$ cat config.mk
export PLATFORM = sky130hd
export DESIGN_NAME = rmj_sqrt_cell
export DESIGN_NICKNAME = d
export VERILOG_FILES = /design/src/rmj_pkg.sv /design/src/rmj_sqrt_cell.sv
export SDC_FILE = /design/constraint.sdc
export NUM_CORES = 1
export LEC_CHECK = 0
export BUFFER_PORTS_ARGS = -buffer_cell sky130_fd_sc_hd__buf_4
export CORE_AREA = 2 2 259 261
export DETAILED_ROUTE_END_ITERATION = 8
export DIE_AREA = 0 0 261 263
export PLACE_DENSITY_LB_ADDON = 0.3
export SYNTH_ARGS = -nofsm -noshare
export SYNTH_HDL_FRONTEND = slang
export SYNTH_SLANG_ARGS = --single-unit
$ cat constraint.sdc
create_clock -name clk_i -period 0.8 [get_ports clk_i]
set_input_delay 0.16 -clock clk_i [delete_from_list [all_inputs] [get_ports clk_i]]
set_output_delay 0.16 -clock clk_i [all_outputs]
set_load 0.005 [all_outputs]
$ cat src/rmj_pkg.sv
package rmj_pkg;

  localparam int FRAC_BITS = 16;           // Q format fraction bits
  localparam int DataW     = 32;           // field width
  localparam int ThrW      = 31;           // threshold register width
  localparam int SqW       = 2 * DataW;    // squared distance width
  localparam int RootW     = SqW / 2;      // sqrt result width
  localparam int SqRemW    = RootW + 2;    // sqrt partial remainder width
  localparam int QuoW      = DataW;        // quotient bits kept
  localparam int DenW      = RootW + SqW;  // widest divisor, r * S
  localparam int NumW      = DenW + QuoW;  // numerator width
  localparam int RemW      = DenW + 1;     // divider partial remainder width
  localparam int Lanes     = 6;            // six quotients per word
  localparam int DenCnt    = Lanes / 2;    // lanes share divisors in pairs
  localparam int SqSteps   = RootW;        // one root bit per cell
  localparam int DivSteps  = QuoW;         // one quotient bit per cell

  localparam logic [ThrW-1:0] MinDistSqRst = ThrW'(7);

  typedef struct packed {
    logic signed [DataW-1:0] pos_x;
    logic signed [DataW-1:0] pos_y;
    logic signed [DataW-1:0] vel_x;
    logic signed [DataW-1:0] vel_y;
  } in_t;

  typedef struct packed {
    logic signed [DataW-1:0] range_dx;
    logic signed [DataW-1:0] range_dy;
    logic signed [DataW-1:0] bearing_dx;
    logic signed [DataW-1:0] bearing_dy;
    logic signed [DataW-1:0] rate_dx;
    logic signed [DataW-1:0] rate_dy;
    logic                    degenerate;
  } res_t;

  // word moving down the square root chain, with the sideband data
  typedef struct packed {
    logic [SqRemW-1:0] rem;
    logic [RootW-1:0]  root;
    logic [SqW-1:0]    nrem;
    logic [SqW-1:0]    s;
    logic [SqW-1:0]    dmag;
    logic [DataW-1:0]  apx;
    logic [DataW-1:0]  apy;
    logic              dneg;
    logic              pxn;
    logic              pyn;
    logic              pyp;
    logic              degen;
  } sq_word_t;

  typedef struct packed {
    logic [RemW-1:0] rem;
    logic [QuoW-1:0] nlo;
    logic [QuoW-1:0] quo;
  } div_lane_t;

  // word moving down the divider chain
  typedef struct packed {
    div_lane_t [Lanes-1:0]           lane;
    logic      [DenCnt-1:0][DenW-1:0] den;
    logic      [Lanes-1:0]           neg;
    logic      [Lanes-1:0]           ovf;
    logic                            degen;
  } div_word_t;

  // sign and saturate a truncated quotient magnitude
  function automatic logic [DataW-1:0] sat_q(input logic neg, input logic ovf,
                                             input logic [QuoW-1:0] quo);
    logic big;
    big = ovf | quo[QuoW-1];
    if (neg) begin
      sat_q = big ? {1'b1, {(DataW-1){1'b0}}} : DataW'(~quo + 1'b1);
    end else begin
      sat_q = big ? {1'b0, {(DataW-1){1'b1}}} : DataW'(quo);
    end
  endfunction

endpackage

$ cat src/rmj_sqrt_cell.sv
module rmj_sqrt_cell (
  input  logic              clk_i,
  input  logic              rst_ni,
  input  logic              valid_i,
  input  rmj_pkg::sq_word_t word_i,
  output logic              valid_o,
  output rmj_pkg::sq_word_t word_o
);

  rmj_pkg::sq_word_t word_d, word_q;
  logic              valid_q;
  logic [rmj_pkg::SqRemW+1:0] rs;
  logic [rmj_pkg::SqRemW+1:0] trial;
  logic                       ge;

  // one restoring sqrt step: bring down two bits, try 4*root+1
  always_comb begin
    rs     = {word_i.rem, word_i.nrem[rmj_pkg::SqW-1 -: 2]};
    trial  = {2'b00, word_i.root, 2'b01};
    ge     = rs >= trial;
    word_d = word_i;
    word_d.rem  = ge ? rmj_pkg::SqRemW'(rs - trial) : rmj_pkg::SqRemW'(rs);
    word_d.root = {word_i.root[rmj_pkg::RootW-2:0], ge};
    word_d.nrem = {word_i.nrem[rmj_pkg::SqW-3:0], 2'b00};
  end

  always_ff @(posedge clk_i or negedge rst_ni) begin
    if (!rst_ni) begin
      valid_q <= 1'b0;
    end else begin
      valid_q <= valid_i;
    end
  end

  always_ff @(posedge clk_i) begin
    word_q <= word_d;
  end

  assign valid_o = valid_q;
  assign word_o  = word_q;

endmodule

Yosys cells after proc, flatten, opt, wreduce, memory -nomap -nowiden
Cells that the tools add are included.

word-level totals
  bits of input ports = 330
  output and inout port bits = 328
  word-level logic and storage cells = 16
  flip-flop bits (word level) = 326

operators by class
  order comparisons = 1
  add/subtract/negate cells = 1
  mux-type cells = 1

operators with widths
  cell              count
  $ge A36 B34 Y1    1
  $mux W34          1
  $sub A34 B34 Y34  1

Logic depth before layout (Yosys ltp)
  depth after elaboration = 2
  depth in mapped cells = 13
  mapped depth without buffers = 10

Least setup slack after synthesis
OpenSTA, ideal clock, no wires.

  kind = input to register
  start = input port word_i[270] (netlist name)
  end = register word_q (netlist bit word_o[320])
  buffers on the path = 0
  stages on the path = 10
  slack = -1.480 ns
  data required time = 0.679 ns
  arrival = 2.158 ns
  setup time = 0.121 ns
  path through = inv_1 -> ha_1 -> a21o_1 -> a31o_1 -> a211oi_4 -> o211ai_2 -> a21bo_2 -> mux2i_1 -> o221ai_1 -> mux2_4

RTL lines
  element                 line                 source
  start: declaration      rmj_sqrt_cell.sv:5   input rmj_pkg::sq_word_t word_i,
  end signal: assignment  rmj_sqrt_cell.sv:36  word_q <= word_d;
  end: declaration        rmj_sqrt_cell.sv:10  rmj_pkg::sq_word_t word_d, word_q;

==> results.yml <==
status:
  status: "finished with violations"
  violations: "setup timing"
cells_and_area:
  n_fill_cell: 6429
  final_core_util: 0.351
  synthToLayoutAreaGrowth_pct: 156
  multiInputGateArea_sq_um: 2880
  drive_gt1_frac: 0.675
  layout.nets: 2225
  final_area_sq_um: 23000
  ff_latch_area_sq_um: 6900
critical_path:
  cp_slowest_stage_delay_ns: 0.29
  cp_slowest_cell: "a211oi_4"
  cp-start-kind: "primary input"
  crit_type: "in -> reg"
  critPathArrivalTime_ns: 2.36
  cp_num_buf_inv: 4
  crit_chain: "buf_4 -> inv_2 -> ha_4 -> a21o_1 -> a221oi_2 -> o31a_1 -> o221ai_4 -> a211oi_4 -> o21a_4 -> buf_12 -> clkbuf_16 -> o21ai_2"
  critPathCaptureType: "flip-flop"
  path_max_fanout: 5
  worst_ep_required_time_ns: 1.24
  critPathTopFamily: "compound AO/OA/AOI/OAI gates"
clock_tree:
  cts_root_buffer: "clkbuf_16"
  cts_tree: "yes"
  cts_inserted_buffers: 42
  cts-htree-levels: 2
  clock_sinks: 326
  cts_buffer_depth: 3
  path_clk_slew_ns: 0.05
place:
  gp_congestion: 0.877
  placedInstanceArea_sq_um: 16100
  numPortBuffers: 655
  hpwl_um: 42000
logic_synthesis:
  synth_top_flop_cell: "dfxtp_1"
  yosys_warnings: 0
  synth_top_area_frac: 0.723
  synth_area_sq_um: 9000
  yosysUniqueCellTypes: 63
  ys_seq_area_frac: 0.726
  netlist_instances: 705
  ys_top_cells_by_count: "325 x dfxtp_1, 58 x nand2_1, 42 x inv_1, 41 x o21ai_0, 34 x ha_1"
  synth_most_common_cell: "dfxtp_1"
  synth.area.top_cells: "dfxtp_1 72%, ha_1 4.7%, nand2_1 2.4%"
  syn_area_per_cell_sq_um: 12.8
  synth_edf_count: 0
  netlist.top_cell.by_area: "dfxtp_1"
  synth_seq_cells: 326
  async_reset_ff_frac: 0.00307
floorplanning:
  ios: 658
  die_w_um: 261
  core_sq_um: 65600
  initial_core_util: 0.137
  die_y_um: 263
  num_rows: 94
  die_area_sq_um: 68600
drt:
  ant_nets: 0
  dr.first_iter.drc_count: 347
  drt-pass1-iter-count: 4
  remaining_drc_errors: 0
  avgRoutedWirePerCell_um: 20.5
  wl_um: 56700
  vias: 9908
  viasPerCell: 3.58
global_routing:
  grt_pass1_vias: 10876
  grt_pass1_wl_um: 75000
  grt.overflow.total: 0
  antenna_found_initial: 24
  grt_usage: 0.152
  grt_max_degree: 37
min_path:
  min_path_type: "in -> reg"
timing:
  slew_violations: 0
  finalCritPeriodShare: 2.40
  setup-violations-final: 361
  hold_viol_final: 0
  period_needed_ns: 1.92
  worst_slack_ns: -1.12
  grt_setup_unrepaired: "yes"
  fmax_ghz: 0.522
power:
  p_leak_nw: 10.4
  power.density_nw_per_um2: 2030
  max-vdd-ir-drop_v: 0.00127
job:
  maxCapViolCount: 0
[timing repair]
action                                  4_1_cts  5_1_grt
gates resized for setup                     479      231
hold buffers                                326        2
gates cloned                                  2        7
buffers inserted                             10       10
endpoints found under the setup margin      361      361
pin swaps                                    37       30
endpoints found under the hold margin       326        2
[cells in the final DEF (no fill, tap or decap), types with 14 or more instances in the layout]
cell type      count
ha_1              14
buf_4            475
inv_1             26
dlygate4sd3_1    328
nand2_1           42
ha_4              19
o21ai_2           19
nor2_1            15
a21o_1            19
clkbuf_16         47
diode_2           15
buf_6            309
dfxtp_1           35
a21oi_1           18
xnor2_1           14
dfxtp_2          289
[tightest hold or removal path: cells and delay by family]
family | cells | cell delay (ns)
AO/OA/AOI/OAI | 1 | 0.11
XOR/XNOR | 1 | 0.07
adder cells (fa/ha/maj) | 1 | 0.14
buffers and inverters | 1 | 0.10
[worst paths after layout]
kind	end	slack [ns]	start	cells past startpoint
max	word_o[306]	-1.12	word_i[276]	12
min	word_o[312]	0.05	word_i[310]	4
max in group asynchronous	valid_o	0.23	rst_ni	3
min in group asynchronous	valid_o	0.46	rst_ni	3
[stage by stage]
step / instances / setup WS [ns] / setup TNS, ns / hold slack [ns] / power [W]
after floorplan: 706 / -1.31 / -40.49 / -0.136 / 0.0202
after global placement: 2329 / -1.87 / -63.15 / -0.0646 / 0.0249
after CTS: 2740 / -1.08 / -163.60 / -0.335 / 0.0469
after global routing: 2768 / -1.17 / -167.62 / 0.0538 / 0.0489
after detailed placement: 2329 / -1.96 / -65.98 / -0.0631 / 0.0249
final: 2771 / -1.12 / -149.92 / 0.0531 / 0.0468
[sequential cells by signal (all words and copies together), names as in the netlist]
signal / cells
valid_o: 1
word_o: 325
[final cells by class]
| type | count | share of cell area |
|---|---|---|
| diodes | 15 | 0.00163 |
| repair buffers | 1125 | 0.459 |
| inverters | 43 | 0.00809 |
| multi-input cells | 323 | 0.125 |
| clock buffers | 57 | 0.0529 |
| flip-flops and latches | 326 | 0.299 |
| well taps | 864 | 0.0469 |
| clock inverters | 18 | 0.00690 |
[layer usage]
layer,share of wire,wire length [um],track usage
met4,0.043,2430,0.0662
met1,0.38,21300,0.165
met3,0.12,6530,0.0810
met2,0.46,26300,0.245
met5,0.0026,149,0
[power by group]
part	leakage [nW]	total (W)	switching [W]	internal, W
logic	6.96	0.00954	0.00352	0.00601
clock network	0.674	0.0190	0.00796	0.0111
registers	2.76	0.0182	0.000608	0.0176
[logic make-up (layout without fill, tap and decap cells)]
group | after synthesis | in the layout | share of synthesized area
DFF | 326 | 326 | 0.726
AOI/OAI and AO/OA | 133 | 135 | 0.104
xor gates and xnor gates | 27 | 27 | 0.0263
buffers and inverters | 59 | 1243 | 0.0286
and+or+nand+nor | 120 | 120 | 0.0623
muxes | 5 | 5 | 0.00612
adders and majority gates | 34 | 34 | 0.0473
other | 1 | 17 | 0.000417
Power figures use the tool's default switching activity.
